**src/hw/rtl/humidity_fan_controller_macros.svh**
```systemverilog
// Assertion helpers shared by the RTL; they sample on clock and are off in reset.
`ifndef HUMIDITY_FAN_CONTROLLER_MACROS_SVH
`define HUMIDITY_FAN_CONTROLLER_MACROS_SVH

// Consequent must hold in the same cycle as the antecedent.
`define HFC_ASSERT_NOW(label, ante, cons, msg) \
   label: assert property (@(posedge clock) disable iff (reset) (ante) |-> (cons)) \
      else $error(msg);

// Consequent must hold in the cycle after the antecedent.
`define HFC_ASSERT_NEXT(label, ante, cons, msg) \
   label: assert property (@(posedge clock) disable iff (reset) (ante) |=> (cons)) \
      else $error(msg);

`endif

```
**src/hw/rtl/hfc_pkg.sv**
```systemverilog
package hfc_pkg;

   // Field widths
   localparam int HUM_BITS     = 10;
   localparam int ERR_BITS     = 4;
   localparam int TIMEOUT_BITS = 20;
   localparam int LIMIT_BITS   = 4;

   // Press age counter width and the width used to compare it with the timeout
   localparam int TIMER_BITS = 20;
   localparam int CMP_BITS   = (TIMER_BITS > TIMEOUT_BITS) ? TIMER_BITS : TIMEOUT_BITS;
   localparam logic [TIMER_BITS-1:0] AGE_MAX = '1;

   // Reset values
   localparam logic [HUM_BITS-1:0]     BASE_RESET       = 10'd999;
   localparam logic [HUM_BITS-1:0]     ON_OFFSET_RESET  = 10'd350;
   localparam logic [HUM_BITS-1:0]     OFF_OFFSET_RESET = 10'd50;
   localparam logic [TIMEOUT_BITS-1:0] TIMEOUT_RESET    = 20'd300000;
   localparam logic [LIMIT_BITS-1:0]   LIMIT_RESET      = 4'd5;
   localparam logic [ERR_BITS-1:0]     ERR_MAX          = '1;

   // CSR port
   localparam int ADDR_BITS = 4;
   localparam int DATA_BITS = 32;

   typedef enum logic [1:0] {
      KIND_TICK   = 2'd0,
      KIND_SAMPLE = 2'd1,
      KIND_BUTTON = 2'd2,
      KIND_NONE   = 2'd3
   } kind_type;

   typedef enum logic [1:0] {
      REG_ON_OFFSET      = 2'd0,
      REG_OFF_OFFSET     = 2'd1,
      REG_MANUAL_TIMEOUT = 2'd2,
      REG_ERROR_LIMIT    = 2'd3
   } reg_index_type;

   typedef struct packed {
      logic [HUM_BITS-1:0]     on_offset;
      logic [HUM_BITS-1:0]     off_offset;
      logic [TIMEOUT_BITS-1:0] manual_timeout;
      logic [LIMIT_BITS-1:0]   error_limit;
   } cfg_type;

   typedef struct packed {
      kind_type            kind;
      logic [HUM_BITS-1:0] humidity;
      logic                read_ok;
   } item_type;

   typedef struct packed {
      logic                fan_on;
      logic                manual_active;
      logic [HUM_BITS-1:0] baseline_level;
      logic [ERR_BITS-1:0] fail_count;
      logic                restarted;
   } result_type;

endpackage

```
**src/hw/rtl/humidity_fan_controller.sv**
```systemverilog
// Humidity fan controller: drives a fan relay from a stream of requests (ticks,
// humidity samples in tenths of a percent, button presses) and returns one
// status word per request. It accepts one request per clock cycle unless a
// stalled response holds both registers; each request is first captured in an
// input register, then its state update and result are computed combinationally
// and written to the result register once it is free. The result register
// keeps taking requests while an earlier response waits, as long as the
// response is taken in the same cycle. Offsets, timeout and error limit sit in
// the CSR port (byte addresses 0, 4, 8, 12); they must be written only while
// the block is idle, which it does not enforce. No clearing pass follows reset.
`include "humidity_fan_controller_macros.svh"

module humidity_fan_controller import hfc_pkg::*; (
   input  logic                 clock,
   input  logic                 reset,
   // request stream
   input  logic                 req_tvalid,
   output logic                 req_tready,
   input  logic [15:0]          req_tdata,   // [9:0] humidity, [10] read_ok, rest zero
   input  logic [1:0]           req_tuser,   // [1:0] kind
   // response stream
   output logic                 rsp_tvalid,
   input  logic                 rsp_tready,
   output logic [23:0]          rsp_tdata,   // [0] fan_on, [1] manual_active,
                                             // [11:2] baseline_level, [15:12] fail_count,
                                             // [16] restarted, rest zero
   // configuration
   input  logic                 csr_psel,
   input  logic                 csr_penable,
   input  logic                 csr_pwrite,
   input  logic [ADDR_BITS-1:0] csr_paddr,
   input  logic [DATA_BITS-1:0] csr_pwdata,
   output logic [DATA_BITS-1:0] csr_prdata,
   output logic                 csr_pready
);

   cfg_type    cfg;
   item_type   in_item_ff;
   logic       in_vld_ff, in_vld_in;
   result_type out_res_ff;
   result_type next_res;
   logic       out_vld_ff, out_vld_in;
   logic       advance;
   logic       req_take;

   hfc_csr u_csr (
      .clock       (clock),
      .reset       (reset),
      .csr_psel    (csr_psel),
      .csr_penable (csr_penable),
      .csr_pwrite  (csr_pwrite),
      .csr_paddr   (csr_paddr),
      .csr_pwdata  (csr_pwdata),
      .csr_prdata  (csr_prdata),
      .csr_pready  (csr_pready),
      .cfg         (cfg)
   );

   hfc_core u_core (
      .clock  (clock),
      .reset  (reset),
      .cfg    (cfg),
      .step   (advance),
      .item   (in_item_ff),
      .result (next_res)
   );

   // Handshake: the input register moves on when the result register is free
   assign advance    = in_vld_ff && (!out_vld_ff || rsp_tready);
   assign req_tready = !in_vld_ff || advance;
   assign req_take   = req_tvalid && req_tready;
   assign in_vld_in  = req_take || (in_vld_ff && !advance);
   assign out_vld_in = advance || (out_vld_ff && !rsp_tready);

   // Control
   always_ff @(posedge clock) begin
      if (reset) begin
         in_vld_ff  <= 1'b0;
         out_vld_ff <= 1'b0;
      end else begin
         in_vld_ff  <= in_vld_in;
         out_vld_ff <= out_vld_in;
      end
   end

   // Payload
   always_ff @(posedge clock) begin
      if (req_take) begin
         in_item_ff.kind     <= kind_type'(req_tuser);
         in_item_ff.humidity <= req_tdata[HUM_BITS-1:0];
         in_item_ff.read_ok  <= req_tdata[HUM_BITS];
      end
      if (advance) begin
         out_res_ff <= next_res;
      end
   end

   assign rsp_tvalid = out_vld_ff;
   assign rsp_tdata  = {7'd0, out_res_ff.restarted, out_res_ff.fail_count,
                        out_res_ff.baseline_level, out_res_ff.manual_active,
                        out_res_ff.fan_on};

   `HFC_ASSERT_NEXT(a_stall_holds, out_vld_ff && !rsp_tready, out_vld_ff && $stable(out_res_ff), "response changed while stalled")
   `HFC_ASSERT_NOW(a_full_blocks, in_vld_ff && out_vld_ff && !rsp_tready, !req_tready, "request taken with both stages full")
   `HFC_ASSERT_NEXT(a_advance_fills, advance, out_vld_ff, "advanced request lost")

endmodule

```
**src/hw/rtl/hfc_csr.sv**
```systemverilog
module hfc_csr import hfc_pkg::*; (
   input  logic                 clock,
   input  logic                 reset,
   input  logic                 csr_psel,
   input  logic                 csr_penable,
   input  logic                 csr_pwrite,
   input  logic [ADDR_BITS-1:0] csr_paddr,
   input  logic [DATA_BITS-1:0] csr_pwdata,
   output logic [DATA_BITS-1:0] csr_prdata,
   output logic                 csr_pready,
   output cfg_type              cfg
);

   cfg_type       cfg_ff;
   reg_index_type index;
   logic          wr_en;

   assign csr_pready = 1'b1;
   assign index      = reg_index_type'(csr_paddr[3:2]);
   assign wr_en      = csr_psel && csr_penable && csr_pwrite && csr_pready;
   assign cfg        = cfg_ff;

   // Register writes
   always_ff @(posedge clock) begin
      if (reset) begin
         cfg_ff.on_offset      <= ON_OFFSET_RESET;
         cfg_ff.off_offset     <= OFF_OFFSET_RESET;
         cfg_ff.manual_timeout <= TIMEOUT_RESET;
         cfg_ff.error_limit    <= LIMIT_RESET;
      end else if (wr_en) begin
         case (index)
            REG_ON_OFFSET:      cfg_ff.on_offset      <= csr_pwdata[HUM_BITS-1:0];
            REG_OFF_OFFSET:     cfg_ff.off_offset     <= csr_pwdata[HUM_BITS-1:0];
            REG_MANUAL_TIMEOUT: cfg_ff.manual_timeout <= csr_pwdata[TIMEOUT_BITS-1:0];
            REG_ERROR_LIMIT:    cfg_ff.error_limit    <= csr_pwdata[LIMIT_BITS-1:0];
            default: ;
         endcase
      end
   end

   // Read mux
   always_comb begin
      case (index)
         REG_ON_OFFSET:      csr_prdata = DATA_BITS'(cfg_ff.on_offset);
         REG_OFF_OFFSET:     csr_prdata = DATA_BITS'(cfg_ff.off_offset);
         REG_MANUAL_TIMEOUT: csr_prdata = DATA_BITS'(cfg_ff.manual_timeout);
         REG_ERROR_LIMIT:    csr_prdata = DATA_BITS'(cfg_ff.error_limit);
         default:            csr_prdata = '0;
      endcase
   end

endmodule

```
**src/hw/rtl/hfc_core.sv**
```systemverilog
`include "humidity_fan_controller_macros.svh"

module hfc_core import hfc_pkg::*; (
   input  logic       clock,
   input  logic       reset,
   input  cfg_type    cfg,
   input  logic       step,
   input  item_type   item,
   output result_type result
);

   logic                  relay_ff, relay_in;
   logic                  button_ff, button_in;
   logic                  by_button_ff, by_button_in;
   logic [HUM_BITS-1:0]   level_ff, level_in;
   logic                  level_good_ff, level_good_in;
   logic [HUM_BITS-1:0]   min_ff, min_in;
   logic [ERR_BITS-1:0]   err_ff, err_in;
   logic [TIMER_BITS-1:0] age_ff, age_in;
   logic                  restart;

   // Next state for one item, then manual timeout, relay evaluation and restart
   always_comb begin
      logic [HUM_BITS:0] on_level;
      logic [HUM_BITS:0] off_level;
      logic              level_high;
      logic              level_low;

      relay_in      = relay_ff;
      button_in     = button_ff;
      by_button_in  = by_button_ff;
      level_in      = level_ff;
      level_good_in = level_good_ff;
      min_in        = min_ff;
      err_in        = err_ff;
      age_in        = age_ff;
      restart       = 1'b0;

      case (item.kind)
         KIND_TICK: begin
            if (age_ff != AGE_MAX) age_in = age_ff + 1'b1;
         end
         KIND_SAMPLE: begin
            if (item.read_ok) begin
               level_in      = item.humidity;
               level_good_in = 1'b1;
               if (item.humidity != '0 && item.humidity < min_ff) min_in = item.humidity;
               err_in        = '0;
            end else begin
               level_good_in = 1'b0;
               if (err_ff != ERR_MAX) err_in = err_ff + 1'b1;
               restart = (err_in >= cfg.error_limit);
            end
         end
         KIND_BUTTON: begin
            if (button_ff) begin
               button_in = 1'b0;
            end else begin
               button_in = 1'b1;
               age_in    = '0;
            end
         end
         default: ;
      endcase

      // manual run timeout
      if (CMP_BITS'(age_in) > CMP_BITS'(cfg.manual_timeout)) button_in = 1'b0;

      // hysteresis relay
      on_level   = {1'b0, min_in} + {1'b0, cfg.on_offset};
      off_level  = {1'b0, min_in} + {1'b0, cfg.off_offset};
      level_high = level_good_in && ({1'b0, level_in} >= on_level);
      level_low  = level_good_in && ({1'b0, level_in} <= off_level);
      if (level_high || button_in) begin
         relay_in = 1'b1;
         if (button_in) by_button_in = 1'b1;
      end
      if ((level_low && !button_in) || (!button_in && by_button_in)) begin
         relay_in     = 1'b0;
         by_button_in = 1'b0;
      end

      // error limit reached: everything back to reset
      if (restart) begin
         relay_in      = 1'b0;
         button_in     = 1'b0;
         by_button_in  = 1'b0;
         level_in      = '0;
         level_good_in = 1'b1;
         min_in        = BASE_RESET;
         err_in        = '0;
         age_in        = '0;
      end
   end

   // State registers
   always_ff @(posedge clock) begin
      if (reset) begin
         relay_ff      <= 1'b0;
         button_ff     <= 1'b0;
         by_button_ff  <= 1'b0;
         level_ff      <= '0;
         level_good_ff <= 1'b1;
         min_ff        <= BASE_RESET;
         err_ff        <= '0;
         age_ff        <= '0;
      end else if (step) begin
         relay_ff      <= relay_in;
         button_ff     <= button_in;
         by_button_ff  <= by_button_in;
         level_ff      <= level_in;
         level_good_ff <= level_good_in;
         min_ff        <= min_in;
         err_ff        <= err_in;
         age_ff        <= age_in;
      end
   end

   assign result.fan_on         = relay_in;
   assign result.manual_active  = button_in;
   assign result.baseline_level = min_in;
   assign result.fail_count     = err_in;
   assign result.restarted      = restart;

   `HFC_ASSERT_NEXT(a_restart_clears, step && restart, min_ff == BASE_RESET && err_ff == '0 && !relay_ff, "restart left state behind")
   `HFC_ASSERT_NEXT(a_good_read_clears_err, step && item.kind == KIND_SAMPLE && item.read_ok, err_ff == '0, "good read kept fail count")
   `HFC_ASSERT_NOW(a_manual_runs_fan, button_ff, relay_ff, "manual run active with fan off")
   `HFC_ASSERT_NOW(a_baseline_bound, 1'b1, min_ff <= BASE_RESET, "baseline above reset value")

endmodule
```
**config.mk**
```make
export PLATFORM = sky130hd
export DESIGN_NAME = humidity_fan_controller
export DESIGN_NICKNAME = d
export VERILOG_FILES = /design/src/hw/rtl/hfc_pkg.sv /design/src/hw/rtl/humidity_fan_controller.sv /design/src/hw/rtl/hfc_csr.sv /design/src/hw/rtl/hfc_core.sv
export VERILOG_INCLUDE_DIRS = /design/src /design/src/hw/rtl
export SDC_FILE = /design/constraint.sdc
export NUM_CORES = 1
export LEC_CHECK = 0
export BUFFER_PORTS_ARGS = -buffer_cell sky130_fd_sc_hd__buf_4
export CAP_MARGIN = 20
export CORE_UTILIZATION = 53
export DETAILED_ROUTE_END_ITERATION = 8
export PLACE_DENSITY_LB_ADDON = 0.12
export SKIP_CTS_REPAIR_TIMING = 1
export SLEW_MARGIN = 20
export SYNTH_ARGS = -nofsm -noshare
export SYNTH_HDL_FRONTEND = slang
export SYNTH_SLANG_ARGS = --single-unit
```
**constraint.sdc**
```tcl
create_clock -name clock -period 5.25 [get_ports clock]
set_input_delay 1.05 -clock clock [delete_from_list [all_inputs] [get_ports clock]]
set_output_delay 1.05 -clock clock [all_outputs]
set_load 0.005 [all_outputs]
```
==> Implementation_results.wiki <==
{| class="wikitable"
! Metric !! Value
|-
| Result of the run || completed
|-
| Clk sink count || around 120
|-
| Max capacitance violation total || 0
|-
| Main synth FF type || sky130_fd_sc_hd__dfxtp_1
|-
| Worst Setup Slack post-DPL || -0.09711 ns
|-
| Post-detailed-route wirelength per cell || 17.22 µm
|-
| Number of synthesized register bits || 124
|-
| Critical path launch point type || flop
|-
| Final number of hold-violating endpoints || 0
|-
| Final worst clock skew || 0.01064 ns
|-
| Part of the Yosys area used for sequential elements || 34.26%
|-
| Wire length of the first global-routing pass || 33820 µm
|-
| Number of clock buffers inserted by TritonCTS || 17
|-
| Share of flip-flops with an asynchronous set or reset after synthesis || 0%
|-
| Number of I/O port buffers || 80
|-
| Number of placement rows || 44
|-
| Violation count after the first detailed-route iteration || 585
|-
| Gate count of the mapped netlist || 942
|-
| Worst Path Max Fanout || 5
|-
| Via count || 7197
|-
| Crit path setup slack, layout || 0.1269 ns
|-
| Initial Util || a little under three fifths
|-
| GR Overflow Total || 0
|-
| Chip Width || between 100 and 150 µm
|-
| Worst-Skew Late Latency || 0.43 ns
|-
| Pin count of the biggest net entering global routing || 69
|-
| Number of antenna violations at the first check in global routing || 0
|-
| Critical path data arrival time || 5.44 ns
|-
| TritonCTS clock tree || built
|-
| Top cell type by total area after synthesis || sky130_fd_sc_hd__dfxtp_1
|-
| Ratio of total power to cell area || about 270 mW/mm²
|-
| 1st-pass router iterations || 5
|-
| Count of distinct cell types in the synthesized netlist || 76
|-
| Count of synthesis-stage warnings from yosys || 0
|-
| Path category of the worst min-delay check || flop to flop
|-
| Overall die area || 0.01583 mm²
|-
| Total inserted antenna cells || 0
|-
| Number of global-route vias before repair || between 6k and 7k
|-
| Total placed instance area || roughly 0.009 mm²
|-
| Clock root buffer || sky130_fd_sc_hd__clkbuf_16
|-
| Post-route cell area || 0.009661 mm²
|-
| Layout cell share with drive strength beyond 1 || roughly 20%
|-
| Critical path class || flop to flop
|-
| Average vias per placed instance || slightly below 6
|-
| Signed area change from the synthesized netlist to the final layout || 18.93%
|-
| Slew Limit Fails || 0
|-
| Final ANT Viol Nets || 0
|-
| Clock-pin slew on the worst setup and hold paths || 0.06 ns
|-
| HPWL after detailed placement || between 15000 and 20000 µm
|-
| Longest Clk Path Bufs || 2
|-
| Mapped Avg Cell Area || 8.623 µm²
|-
| Fmax || 195.2 MHz
|-
| Endpoint kind of the worst setup timing path || flop
|-
| Slew @ Worst Pin || about 1.0 ns
|-
| Total routed wirelength || 21210 µm
|-
| Number of top-level pins || 120
|-
| EDFF count, synth || 30
|-
| # fillers || 1237
|-
| Maximum VDD drop || 0.2320 mV
|-
| Number of levels the H-tree was split into || 4
|-
| Share of the synthesized area in the top cell type || 23.17%
|-
| DRC violations left || 0
|-
| Final estimated routing congestion in global placement || 0.8894
|-
| Global Route Usage Sum || 27.41%
|-
| Worst-case hold slack || 0.4647 ns
|-
| Worst slew margin relative to its limit || 30.50%
|-
| LEAKAGE || 4.090 nW
|-
| Worst path required time || 5.57 ns
|-
| Height of the chip || 125.8 µm
|-
| Cells taking the most area after synthesis || sky130_fd_sc_hd__dfxtp_1 23%, sky130_fd_sc_hd__ha_1 12%, sky130_fd_sc_hd__edfxtp_1 11%
|-
| Setup-failing EPs final || 0
|-
| Setup TNS || 0 ns
|-
| Combined area of all synthesized cells || 0.008123 mm²
|-
| Number of nets in the layout || between 1k and 1.5k
|-
| Final Critical Period || 5.123 ns
|-
| Post-route clock period utilization || 97.58%
|-
| Core ar. || 0.01475 mm²
|}
## layout by cell type, fill, tap and decap left out, drive strengths merged, types with 5 or more instances in the layout
| master | count |
|---|---|
| buf | 120 |
| nand2 | 130 |
| and4 | 5 |
| nor4 | 14 |
| mux2 | 21 |
| mux2i | 25 |
| or2 | 7 |
| and2 | 27 |
| a22oi | 5 |
| o21ai | 57 |
| o211ai | 10 |
| ha | 75 |
| nand3 | 27 |
| xnor2 | 7 |
| clkinv | 6 |
| nor2 | 59 |
| dfxtp | 94 |
| o21a | 5 |
| a21o | 11 |
| clkbuf | 25 |
| nor2b | 5 |
| and3 | 6 |
| a21oi | 64 |
| o31ai | 8 |
| nand4 | 13 |
| xor2 | 7 |
| inv | 50 |
| a211oi | 6 |
| nor3 | 30 |
| edfxtp | 30 |
| a31oi | 10 |
| conb | 20 |
| nand2b | 14 |
| a311oi | 8 |
| a22o | 12 |
## state kept, by name, summed over array words and instances, names as in the netlist, 4 cells and up
signal / count
in_item_ff: 13
u_core.age_ff: 20
u_core.err_ff: 4
u_core.level_ff: 10
u_core.min_ff: 10
u_csr.cfg: 44
rsp_tdata: 17
## power breakdown
group,total [W],internal (W),switching [W]
logic,0.000472,0.000216,0.000256
registers,0.00103,0.00101,0.0000187
clock network,0.00115,0.000727,0.000421
total,0.00265,0.00195,0.000696
## layer usage
| metal | vias up | global-route usage (%) | part of all wire (%) | routed length [µm] |
|---|---|---|---|---|
| met5 | - | 0 | 0 | 0 |
| met4 | 0 | 6.733 | 1.1 | 234 |
| met3 | 24 | 6.754 | 7.1 | 1501 |
| met2 | 241 | 41.47 | 44 | 9386 |
| met1 | 3400 | 39.16 | 48 | 10090 |
| li1 | 3532 | - | - | - |
## synth_stat cells, drive strengths merged (3+ instances only)
master / n
a2111oi: 3
a211oi: 6
a21o: 11
a21oi: 64
a22o: 12
a22oi: 5
a311oi: 8
a31oi: 10
and2: 27
and3: 6
and4: 5
buf: 40
clkbuf: 24
dfxtp: 94
edfxtp: 30
ha: 75
inv: 50
mux2: 21
mux2i: 25
mux4: 4
nand2: 130
nand2b: 14
nand3: 27
nand4: 13
nor2: 59
nor2b: 5
nor3: 30
nor4: 14
o211ai: 10
o21a: 5
o21ai: 57
o21bai: 4
o31ai: 8
or2: 7
xnor2: 7
xor2: 7
## logic make-up after synthesis
family	share of synthesized area (%)
AOI/OAI and AO/OA	17.59
xor gates and xnor gates	1.510
adders and majority gates	12.05
buffers and inverters	6.624
DFF	34.26
muxes	7.101
other	0.09246
and+or+nand+nor	20.78
## worst max-delay path, cell delays in order (launching register included)
cell	delay, ns
sky130_fd_sc_hd__edfxtp_1	0.40
sky130_fd_sc_hd__ha_1	0.33
sky130_fd_sc_hd__and4_4	0.20
sky130_fd_sc_hd__a211oi_2	0.23
sky130_fd_sc_hd__nand3_1	0.14
sky130_fd_sc_hd__a31oi_4	0.28
sky130_fd_sc_hd__mux2_4	0.37
sky130_fd_sc_hd__ha_2	0.21
sky130_fd_sc_hd__fa_2	0.38
sky130_fd_sc_hd__a21oi_2	0.15
sky130_fd_sc_hd__nor2_1	0.06
sky130_fd_sc_hd__o21a_1	0.20
sky130_fd_sc_hd__nor3_2	0.24
sky130_fd_sc_hd__o21bai_1	0.10
sky130_fd_sc_hd__a21oi_2	0.14
sky130_fd_sc_hd__xor2_1	0.20
sky130_fd_sc_hd__ha_1	0.28
sky130_fd_sc_hd__a211oi_2	0.19
sky130_fd_sc_hd__o21ai_1	0.09
sky130_fd_sc_hd__a21oi_1	0.14
sky130_fd_sc_hd__o21bai_1	0.10
sky130_fd_sc_hd__a21o_1	0.18
sky130_fd_sc_hd__a41o_1	0.21
sky130_fd_sc_hd__o21a_1	0.17
## through the flow
stage / util, % / instances / total power (W)
CTS: 64.52 / 1226 / 0.002625
floorplan: - / 960 / 0.001341
global route: 65.48 / 1232 / 0.002759
finish: 65.48 / 1232 / 0.002646
detailed placement: 60.60 / 1194 / 0.001482
global placement: 60.60 / 1194 / 0.001475
## cell type report
cell class                 instances  area [µm²]  area share, %
multi-input combinational        722        4976          51.51
sequential                       124        2784          28.82
timing repair buffer             120       904.6          9.364
clock buffer                      25       518.0          5.362
tap                              184       230.2          2.383
inverter                          50       187.7          1.943
clock inverter                     7       60.06         0.6217
## path summary, 6_finish.rpt
check             cells after the start  slack [ns]         endpoint           from
setup / recovery                     23        0.13  u_core.relay_ff  in_item_ff[9]
hold / removal                        2        0.46     u_csr.cfg[5]   u_csr.cfg[5]
setup reg to reg                     23        0.13  u_core.relay_ff  in_item_ff[9]
hold reg to reg                       2        0.46     u_csr.cfg[5]   u_csr.cfg[5]
(Power assumes the default switching activity.)
